**config.mk**
```make
export PLATFORM = sky130hd
export DESIGN_NAME = token_ring_node_with_ack_unit
export DESIGN_NICKNAME = d
export VERILOG_FILES = /design/src/rtl/trn_ack_pkg.sv /design/src/rtl/token_ring_node_with_ack_unit.sv /design/src/rtl/trn_ack_core.sv /design/src/rtl/trn_ack_outq.sv
export SDC_FILE = /design/constraint.sdc
export NUM_CORES = 1
export LEC_CHECK = 0
export BUFFER_PORTS_ARGS = -buffer_cell sky130_fd_sc_hd__clkbuf_2
export CORE_ASPECT_RATIO = 1.5
export CORE_MARGIN = 1
export CORE_UTILIZATION = 61
export DETAILED_ROUTE_END_ITERATION = 10
export PLACE_DENSITY = 0.87
export SLEW_MARGIN = 30
export SYNTH_ARGS = -nofsm -noshare
export SYNTH_HDL_FRONTEND = slang
export SYNTH_SLANG_ARGS = --single-unit
```
**constraint.sdc**
```tcl
create_clock -name clk_i -period 6.1 [get_ports clk_i]
set_input_delay 0.61 -clock clk_i [delete_from_list [all_inputs] [get_ports clk_i]]
set_output_delay 0.61 -clock clk_i [all_outputs]
set_load 0.02 [all_outputs]
```
**src/rtl/trn_ack_pkg.sv**
```systemverilog
// shared types and codes of the ring node with acknowledgement
package trn_ack_pkg;

  localparam int unsigned MaxNodesDefault = 64;

  localparam int unsigned NodeIdW   = 6;
  localparam int unsigned RingSizeW = 7;
  localparam int unsigned WaitW     = 16;
  localparam int unsigned ResendW   = 8;
  localparam int unsigned CfgIdxW   = 2;
  localparam int unsigned CfgDataW  = 16;
  localparam int unsigned RemIdxW   = $clog2(RingSizeW + 1);

  localparam logic [WaitW-1:0] AckWaitReset  = 16'd1000;
  localparam logic [RingSizeW-1:0] RingReset = 7'd2;
  // previous node of node 0 in a two-node ring
  localparam logic [NodeIdW-1:0] PrevReset   = 6'd1;

  typedef enum logic [1:0] {
    FuncToken = 2'd0,
    FuncAck   = 2'd1,
    FuncTick  = 2'd2,
    FuncWork  = 2'd3
  } func_e;

  typedef enum logic [1:0] {
    KindNone   = 2'd0,
    KindToken  = 2'd1,
    KindResend = 2'd2,
    KindAck    = 2'd3
  } kind_e;

  typedef enum logic [CfgIdxW-1:0] {
    CfgNodeId   = 2'd0,
    CfgRingSize = 2'd1,
    CfgAckWait  = 2'd2,
    CfgUnused   = 2'd3
  } cfg_idx_e;

  typedef struct packed {
    kind_e               kind;
    logic [NodeIdW-1:0]  target;
    logic                version;
    logic [ResendW-1:0]  resend_count;
    logic                version_error;
    logic                holding;
  } result_t;

endpackage

```
**src/rtl/token_ring_node_with_ack_unit.sv**
```systemverilog
// top level of the ring node with acknowledgement and timed resend
//
//   channel | direction | handshake                | payload
//   in      | input     | in_valid_i / in_stall_o  | func, msg_version, ack_target
//   out     | output    | out_valid_o / out_stall_i| kind, target, version, resend,
//           |           |                          | error, holding
//   cfg     | input     | cfg_valid_i / cfg_ready_o| cfg_index_i, cfg_data_i
//
// one beat per cycle while in_stall_o is low; each accepted beat yields one result beat
// the combinational state update is registered in the result queue, which holds two beats
// a node id or ring size write works out the previous node one bit per cycle,
// holding cfg_ready_o low and in_stall_o high until the last dividend bit is done
// otherwise in_stall_o rises only while both queue entries are taken
// reset loads node 0 defaults: version 0, holding, work running

module token_ring_node_with_ack_unit #(
  parameter int unsigned MAX_NODES = trn_ack_pkg::MaxNodesDefault
) (
  input  logic                                 clk_i,
  input  logic                                 rst_ni,
  input  logic                                 cfg_valid_i,
  output logic                                 cfg_ready_o,
  input  logic [trn_ack_pkg::CfgIdxW-1:0]      cfg_index_i,
  input  logic [trn_ack_pkg::CfgDataW-1:0]     cfg_data_i,
  input  logic                                 in_valid_i,
  output logic                                 in_stall_o,
  input  logic [1:0]                           func_i,
  input  logic                                 msg_version_i,
  input  logic [trn_ack_pkg::NodeIdW-1:0]      ack_target_i,
  output logic                                 out_valid_o,
  input  logic                                 out_stall_i,
  output logic [1:0]                           out_kind_o,
  output logic [trn_ack_pkg::NodeIdW-1:0]      out_target_o,
  output logic                                 out_version_o,
  output logic [trn_ack_pkg::ResendW-1:0]      resend_count_o,
  output logic                                 version_error_o,
  output logic                                 holding_o
);

  logic                 in_beat;
  logic                 out_beat;
  logic                 q_full;
  logic                 core_busy;
  trn_ack_pkg::result_t step_res;
  trn_ack_pkg::result_t out_res;

  assign cfg_ready_o = !core_busy;
  assign in_stall_o  = q_full || core_busy;
  assign in_beat     = in_valid_i && !in_stall_o;
  assign out_beat    = out_valid_o && !out_stall_i;

  trn_ack_core #(
    .MAX_NODES(MAX_NODES)
  ) u_core (
    .clk_i        (clk_i),
    .rst_ni       (rst_ni),
    .cfg_we_i     (cfg_valid_i && cfg_ready_o),
    .cfg_index_i  (trn_ack_pkg::cfg_idx_e'(cfg_index_i)),
    .cfg_data_i   (cfg_data_i),
    .step_i       (in_beat),
    .func_i       (trn_ack_pkg::func_e'(func_i)),
    .msg_version_i(msg_version_i),
    .ack_target_i (ack_target_i),
    .busy_o       (core_busy),
    .result_o     (step_res)
  );

  trn_ack_outq u_outq (
    .clk_i      (clk_i),
    .rst_ni     (rst_ni),
    .push_i     (in_beat),
    .push_data_i(step_res),
    .full_o     (q_full),
    .valid_o    (out_valid_o),
    .pop_i      (out_beat),
    .data_o     (out_res)
  );

  assign out_kind_o      = out_res.kind;
  assign out_target_o    = out_res.target;
  assign out_version_o   = out_res.version;
  assign resend_count_o  = out_res.resend_count;
  assign version_error_o = out_res.version_error;
  assign holding_o       = out_res.holding;

  a_stall_has_data: assert property (@(posedge clk_i) disable iff (!rst_ni)
    in_stall_o |-> (out_valid_o || !cfg_ready_o))
    else $error("input stalled with no result queued and no remainder running");

  a_beat_reaches_out: assert property (@(posedge clk_i) disable iff (!rst_ni)
    (in_valid_i && !in_stall_o && !out_valid_o) |=> out_valid_o)
    else $error("accepted beat did not produce a result");

  a_quiet_result: assert property (@(posedge clk_i) disable iff (!rst_ni)
    (out_valid_o && out_kind_o == trn_ack_pkg::KindNone)
      |-> (out_target_o == '0 && !out_version_o))
    else $error("empty result carries target or version");

endmodule

```
**src/rtl/trn_ack_core.sv**
```systemverilog
// configuration registers, node state and the per-beat state update
module trn_ack_core #(
  parameter int unsigned MAX_NODES = trn_ack_pkg::MaxNodesDefault
) (
  input  logic                                 clk_i,
  input  logic                                 rst_ni,
  input  logic                                 cfg_we_i,
  input  trn_ack_pkg::cfg_idx_e                cfg_index_i,
  input  logic [trn_ack_pkg::CfgDataW-1:0]     cfg_data_i,
  input  logic                                 step_i,
  input  trn_ack_pkg::func_e                   func_i,
  input  logic                                 msg_version_i,
  input  logic [trn_ack_pkg::NodeIdW-1:0]      ack_target_i,
  output logic                                 busy_o,
  output trn_ack_pkg::result_t                 result_o
);

  logic [trn_ack_pkg::NodeIdW-1:0]   node_id_q;
  logic [trn_ack_pkg::RingSizeW-1:0] ring_size_q;
  logic [trn_ack_pkg::WaitW-1:0]     ack_wait_q;

  logic                              version_q, version_d;
  logic                              owner_q, owner_d;
  logic                              acked_q, acked_d;
  logic                              waiting_q, waiting_d;
  logic                              started_q, started_d;
  logic [trn_ack_pkg::WaitW-1:0]     wait_cnt_q, wait_cnt_d;
  logic [trn_ack_pkg::ResendW-1:0]   resend_q, resend_d;

  logic                              busy_q;
  logic [trn_ack_pkg::RingSizeW:0]   rem_q;
  logic [trn_ack_pkg::RemIdxW-1:0]   rem_idx_q;
  logic [trn_ack_pkg::NodeIdW-1:0]   prev_q;
  logic [trn_ack_pkg::RingSizeW:0]   rem_shift;
  logic [trn_ack_pkg::RingSizeW:0]   rem_next;
  logic                              prev_restart;

  logic [trn_ack_pkg::RingSizeW-1:0] eff_ring;
  logic [trn_ack_pkg::RingSizeW:0]   prev_num;
  logic [trn_ack_pkg::WaitW-1:0]     limit;
  logic [trn_ack_pkg::WaitW-1:0]     wait_inc;
  logic                              first_node;
  logic                              fresh;
  logic                              load_first;

  assign first_node = (node_id_q == '0);
  assign load_first = (cfg_data_i[trn_ack_pkg::NodeIdW-1:0] == '0);

  always_comb begin
    if (ring_size_q < 7'd2) begin
      eff_ring = 7'd2;
    end else if (32'(ring_size_q) > 32'(MAX_NODES)) begin
      eff_ring = trn_ack_pkg::RingSizeW'(MAX_NODES);
    end else begin
      eff_ring = ring_size_q;
    end
  end

  assign prev_num  = {2'b00, node_id_q} + {1'b0, eff_ring} - 8'd1;
  assign limit     = (ack_wait_q == '0) ? 16'd1 : ack_wait_q;
  assign wait_inc  = wait_cnt_q + 16'd1;
  assign fresh     = first_node ? (msg_version_i == version_q)
                                : (msg_version_i != version_q);

  // previous node worked out one dividend bit per cycle after a node id or ring size write
  assign prev_restart = cfg_we_i && ((cfg_index_i == trn_ack_pkg::CfgNodeId) ||
                                     (cfg_index_i == trn_ack_pkg::CfgRingSize));
  assign rem_shift = {rem_q[trn_ack_pkg::RingSizeW-1:0], prev_num[rem_idx_q]};
  assign rem_next  = (rem_shift >= {1'b0, eff_ring}) ? (rem_shift - {1'b0, eff_ring})
                                                     : rem_shift;
  assign busy_o    = busy_q;

  always_ff @(posedge clk_i or negedge rst_ni) begin
    if (!rst_ni) begin
      busy_q    <= 1'b0;
      rem_q     <= '0;
      rem_idx_q <= '0;
      prev_q    <= trn_ack_pkg::PrevReset;
    end else if (prev_restart) begin
      busy_q    <= 1'b1;
      rem_q     <= '0;
      rem_idx_q <= trn_ack_pkg::RemIdxW'(trn_ack_pkg::RingSizeW);
    end else if (busy_q) begin
      rem_q     <= rem_next;
      rem_idx_q <= rem_idx_q - 1'b1;
      if (rem_idx_q == '0) begin
        busy_q <= 1'b0;
        prev_q <= rem_next[trn_ack_pkg::NodeIdW-1:0];
      end
    end
  end

  always_comb begin
    version_d  = version_q;
    owner_d    = owner_q;
    acked_d    = acked_q;
    waiting_d  = waiting_q;
    started_d  = started_q;
    wait_cnt_d = wait_cnt_q;
    resend_d   = resend_q;
    result_o   = '0;
    result_o.kind = trn_ack_pkg::KindNone;

    unique case (func_i)
      trn_ack_pkg::FuncToken: begin
        if (fresh) begin
          acked_d    = 1'b1;
          waiting_d  = 1'b0;
          wait_cnt_d = '0;
          owner_d    = 1'b1;
          started_d  = 1'b1;
          version_d  = first_node ? ~msg_version_i : msg_version_i;
        end
        if (owner_d) begin
          result_o.kind    = trn_ack_pkg::KindAck;
          result_o.target  = prev_q;
          result_o.version = msg_version_i;
        end
      end
      trn_ack_pkg::FuncAck: begin
        if (ack_target_i == node_id_q) begin
          if (msg_version_i == version_q) begin
            acked_d    = 1'b1;
            waiting_d  = 1'b0;
            wait_cnt_d = '0;
          end else begin
            result_o.version_error = 1'b1;
          end
        end else begin
          acked_d          = 1'b1;
          waiting_d        = 1'b0;
          wait_cnt_d       = '0;
          result_o.kind    = trn_ack_pkg::KindAck;
          result_o.target  = ack_target_i;
          result_o.version = msg_version_i;
        end
      end
      trn_ack_pkg::FuncTick: begin
        if (waiting_q) begin
          wait_cnt_d = wait_inc;
          if (wait_inc >= limit) begin
            wait_cnt_d = '0;
            if (resend_q != '1) begin
              resend_d = resend_q + 8'd1;
            end
            result_o.kind    = trn_ack_pkg::KindResend;
            result_o.version = version_q;
          end
        end
      end
      trn_ack_pkg::FuncWork: begin
        if (started_q) begin
          started_d        = 1'b0;
          owner_d          = 1'b0;
          acked_d          = 1'b0;
          waiting_d        = 1'b1;
          wait_cnt_d       = '0;
          resend_d         = '0;
          result_o.kind    = trn_ack_pkg::KindToken;
          result_o.version = version_q;
        end
      end
      default: ;
    endcase

    result_o.resend_count = resend_d;
    result_o.holding      = owner_d;
  end

  always_ff @(posedge clk_i or negedge rst_ni) begin
    if (!rst_ni) begin
      node_id_q   <= '0;
      ring_size_q <= trn_ack_pkg::RingReset;
      ack_wait_q  <= trn_ack_pkg::AckWaitReset;
      version_q   <= 1'b0;
      owner_q     <= 1'b1;
      started_q   <= 1'b1;
      acked_q     <= 1'b0;
      waiting_q   <= 1'b0;
      wait_cnt_q  <= '0;
      resend_q    <= '0;
    end else if (cfg_we_i) begin
      unique case (cfg_index_i)
        trn_ack_pkg::CfgNodeId: begin
          node_id_q  <= cfg_data_i[trn_ack_pkg::NodeIdW-1:0];
          version_q  <= ~load_first;
          owner_q    <= load_first;
          started_q  <= load_first;
          acked_q    <= 1'b0;
          waiting_q  <= 1'b0;
          wait_cnt_q <= '0;
          resend_q   <= '0;
        end
        trn_ack_pkg::CfgRingSize: begin
          ring_size_q <= cfg_data_i[trn_ack_pkg::RingSizeW-1:0];
        end
        trn_ack_pkg::CfgAckWait: begin
          ack_wait_q <= cfg_data_i;
        end
        default: ;
      endcase
    end else if (step_i) begin
      version_q  <= version_d;
      owner_q    <= owner_d;
      acked_q    <= acked_d;
      waiting_q  <= waiting_d;
      started_q  <= started_d;
      wait_cnt_q <= wait_cnt_d;
      resend_q   <= resend_d;
    end
  end

endmodule

```
**src/rtl/trn_ack_outq.sv**
```systemverilog
// two-entry result queue between the node logic and the output channel
module trn_ack_outq (
  input  logic                 clk_i,
  input  logic                 rst_ni,
  input  logic                 push_i,
  input  trn_ack_pkg::result_t push_data_i,
  output logic                 full_o,
  output logic                 valid_o,
  input  logic                 pop_i,
  output trn_ack_pkg::result_t data_o
);

  trn_ack_pkg::result_t entry_q [2];
  logic       wr_ptr_q, rd_ptr_q;
  logic [1:0] count_q;

  assign full_o  = (count_q == 2'd2);
  assign valid_o = (count_q != 2'd0);
  assign data_o  = entry_q[rd_ptr_q];

  always_ff @(posedge clk_i) begin
    if (push_i) begin
      entry_q[wr_ptr_q] <= push_data_i;
    end
  end

  always_ff @(posedge clk_i or negedge rst_ni) begin
    if (!rst_ni) begin
      wr_ptr_q <= 1'b0;
      rd_ptr_q <= 1'b0;
      count_q  <= 2'd0;
    end else begin
      if (push_i) begin
        wr_ptr_q <= ~wr_ptr_q;
      end
      if (pop_i) begin
        rd_ptr_q <= ~rd_ptr_q;
      end
      priority if (push_i && !pop_i) begin
        count_q <= count_q + 2'd1;
      end else if (pop_i && !push_i) begin
        count_q <= count_q - 2'd1;
      end
    end
  end

endmodule

```
==> summary.txt <==
Run status
  – Status: completed

Logic synthesis
  – Post-synth EDFFs: 38
  – Synthesized cell area: 6780 um2
  – Area leader, netlist: dfrtp_1
  – Netlist cell types: 67
  – Share of the synthesized area in the top cell type: 0.251
  – Synth Register Bits: 116
  – Syn Inst Count: 680
  – Synthesized Nets: 758
  – Top FF cell, synth: dfrtp_1
  – YS warnings: 0
  – Leading post-synthesis cells by cell area: dfrtp_1, edfxtp_1, ha_1
  – Register area share after synthesis: 0.458
  – Mapped Avg Cell Area: 9.97 um2
  – Ys async rst share: 0.672

Power
  – Clock Power Share: 0.246
  – Cell leakage power: 0.00341 uW
  – Seq pwr share: 0.319
  – Internal power: 2430 uW
  – Logic pwr share: 0.435
  – Switch share: 0.393
  – P_sw: 1570 uW
  – Peak VDD IR: 0.000284 V
  – Pwr Density: 517 nW/um2

Global route
  – Antenna violations before repair: 0
  – First-pass GRT wire length: 25300 um
  – Congestion Overflow GR: 0
  – Via count of the first global-routing pass: 5442
  – Total global-route track usage: 0.285
  – Largest net degree at the start of global routing: 79

Clock tree
  – Cts bufs inserted: 17
  – CTS tree: built
  – Clock transition at path regs: 60 ps
  – Sink Count: 116
  – Insertion delay to the later sink of the worst-skew pair: 420 ps
  – Htree depth: 4
  – Post_cts resized: 0
  – CTS Hold Bufs: 0
  – Clk root buf: clkbuf_16
  – Post-CTS setup buffers: 0
  – Max clock buf depth: 2

Worst setup path
  – Worst-path fanout max: 6
  – Worst Setup Path Type: flip-flop to flip-flop
  – Slowest cell on the critical path: or4_1
  – Worst path bufs/invs: 2
  – Most common cell type on the critical path: nor2_1
  – Worst Setup End Kind: flip-flop
  – Worst-path cell chain: or4_1, nor2_1, nor2_1, nor2_1, inv_1, ha_1, inv_1, ha_1, fa_1, a211oi_1, nor2_1, o41ai_1, a21oi_1, a221o_1, ha_1, fa_1, nand2b_1, a21oi_1, o21ai_1, a21oi_1, nor2_1, o32a_1, o21ai_1
  – Worst EP arrival: 6040 ps
  – Worst endpoint required time: 6440 ps
  – Cell family with most CP delay: compound AO/OA/AOI/OAI gates
  – Worst path max stage delay: 550 ps
  – Critical Path Source Type: flip-flop

STA
  – Clock skew: 7.59 ps
  – Setup violators final: 0
  – Final Max Tran Viols: 0
  – Min cycle time layout: 5690 ps
  – RSZ-0062 raised after global routing: no
  – Relative max-transition margin: 0.431
  – Fmax: 176 MHz
  – Setup tns final: 0 ps
  – Minimum hold slack: 193 ps
  – Post-route clock period utilization: 0.933
  – Measured slew at the worst slew-check pin: 854 ps
  – Final hold viol count: 0

Layout
  – ANT cells: 0
  – Most frequent cells in the layout: nand2_1, dfrtp_1, inv_1, o21ai_0, clkbuf_2
  – Fin cells: 889
  – Core Util, Final: 0.724
  – Commonest non-fill, non-tap cell in the layout: nand2_1
  – P&R area growth vs syn: 14.2%
  – Layout cells sized above 1: 0.193
  – Final nets: 810
  – Layout filler cell count: 754

Detailed routing
  – DR DRC count: 0
  – Mean routed wirelength per cell: 16.9 um
  – Antenna viol nets, final: 0
  – Vias per cell: 6.04
  – Vias: 5372
  – Final wirelength: 15100 um
  – First-pass DRT Iterations: 6
  – DRT iter0 DRCs: 346

Floorplanning
  – # rows: 46
  – Die Ht: 131 um
  – Starting Density: 0.634
  – Core area: 10700 um2
  – I/O Pins: 54
  – Die Width: 88.1 um
  – Die area: 11600 um2

Run
  – Max-cap violations: 0

Hold path
  – Worst min path class: input port to asynchronous set/reset pin

Placed design
  – PortBufs: 53
  – Placed cells: 857
  – DP HPWL: 10700 um
  – RePlAce Congestion: 0.899
## Yosys cell counts, types with 15 or more instances
| cell type | n |
|---|---|
| edfxtp_1 | 38 |
| clkbuf_1 | 15 |
| xnor2_1 | 19 |
| nand2_1 | 73 |
| dfrtp_1 | 68 |
| inv_1 | 53 |
| nand3_1 | 25 |
| o21ai_1 | 34 |
| mux2_2 | 29 |
| ha_1 | 44 |
| xor2_1 | 17 |
| o21ai_0 | 53 |
| a21oi_1 | 20 |
| nor2_1 | 32 |
## path summary, 6_finish.rpt
path,depth (start not counted),slack [ps],startpoint,end
min,1,190,rst_ni,u_core.rem_idx_q[0]
min in group clk_i,3,390,cfg_data_i[8],u_core.ack_wait_q[8]
max in group asynchronous,1,5370,rst_ni,u_core.ack_wait_q[14]
max reg2reg,23,410,u_core.ring_size_q[4],u_core.rem_q[5]
max,23,410,u_core.ring_size_q[4],u_core.rem_q[5]
min reg2reg,2,490,u_core.prev_q[1],u_core.prev_q[1]
## flip-flops by register name, indices dropped and copies added (netlist names)
register,count
u_outq.rd_ptr_q,1
u_outq.entry_q,38
u_core.ack_wait_q,16
u_core.started_q,1
u_core.rem_q,7
u_core.wait_cnt_q,16
u_core.owner_q,1
u_core.busy_o,1
u_outq.wr_ptr_q,1
u_core.version_q,1
u_core.ring_size_q,7
u_outq.count_q,2
u_core.node_id_q,6
u_core.waiting_q,1
u_core.rem_idx_q,3
u_core.resend_q,8
u_core.prev_q,6
## per-layer routing
metal | global-route usage | routed length (um) | up-vias
met5 | 0 | 0 | -
met4 | 0.153 | 540 | 0
met3 | 0.0622 | 750 | 55
met2 | 0.484 | 7890 | 195
met1 | 0.327 | 5880 | 2583
li1 | - | - | 2539
## area by class of cell
cell class / instances / area [um2] / share of cell area
flip-flops and latches: 116 / 3110 / 0.401
clock buffers: 18 / 439 / 0.0567
clock inverters: 14 / 153 / 0.0197
multi-input cells: 488 / 3380 / 0.437
inverters: 55 / 208 / 0.0268
repair buffers: 54 / 279 / 0.0360
well taps: 144 / 180 / 0.0233
## cell families (layout without fill, tap and decap cells)
kind of cell	Yosys count	in the layout	synth area share
simple gates	198	198	0.144
compound gates	172	172	0.159
flops	116	116	0.458
buf+inv	76	141	0.0445
fa+ha+maj	46	46	0.0871
xor+xnor	36	36	0.0465
mux	36	36	0.0603
## stage by stage
stage,setup WS [ps],total power (uW),cell area [um2]
after floorplan,1070,2560,6780
after global placement,750,2880,7150
after detailed placement,508,2990,7150
after CTS,471,4000,7740
after global routing,19.0,4290,7750
final,406,4010,7750
## power groups by stage
| stage | combinational [uW] | clock (uW) | sequential, uW |
|---|---|---|---|
| 3_5_place_dp | 1700 | 0 | 1290 |
| 3_3_place_gp | 1610 | 0 | 1270 |
| 4_1_cts | 1740 | 989 | 1280 |
| 6_report | 1740 | 984 | 1280 |
| 2_1_floorplan | 1360 | 0 | 1190 |
| 5_1_grt | 1960 | 1020 | 1310 |
Power figures use the tool's default switching activity.
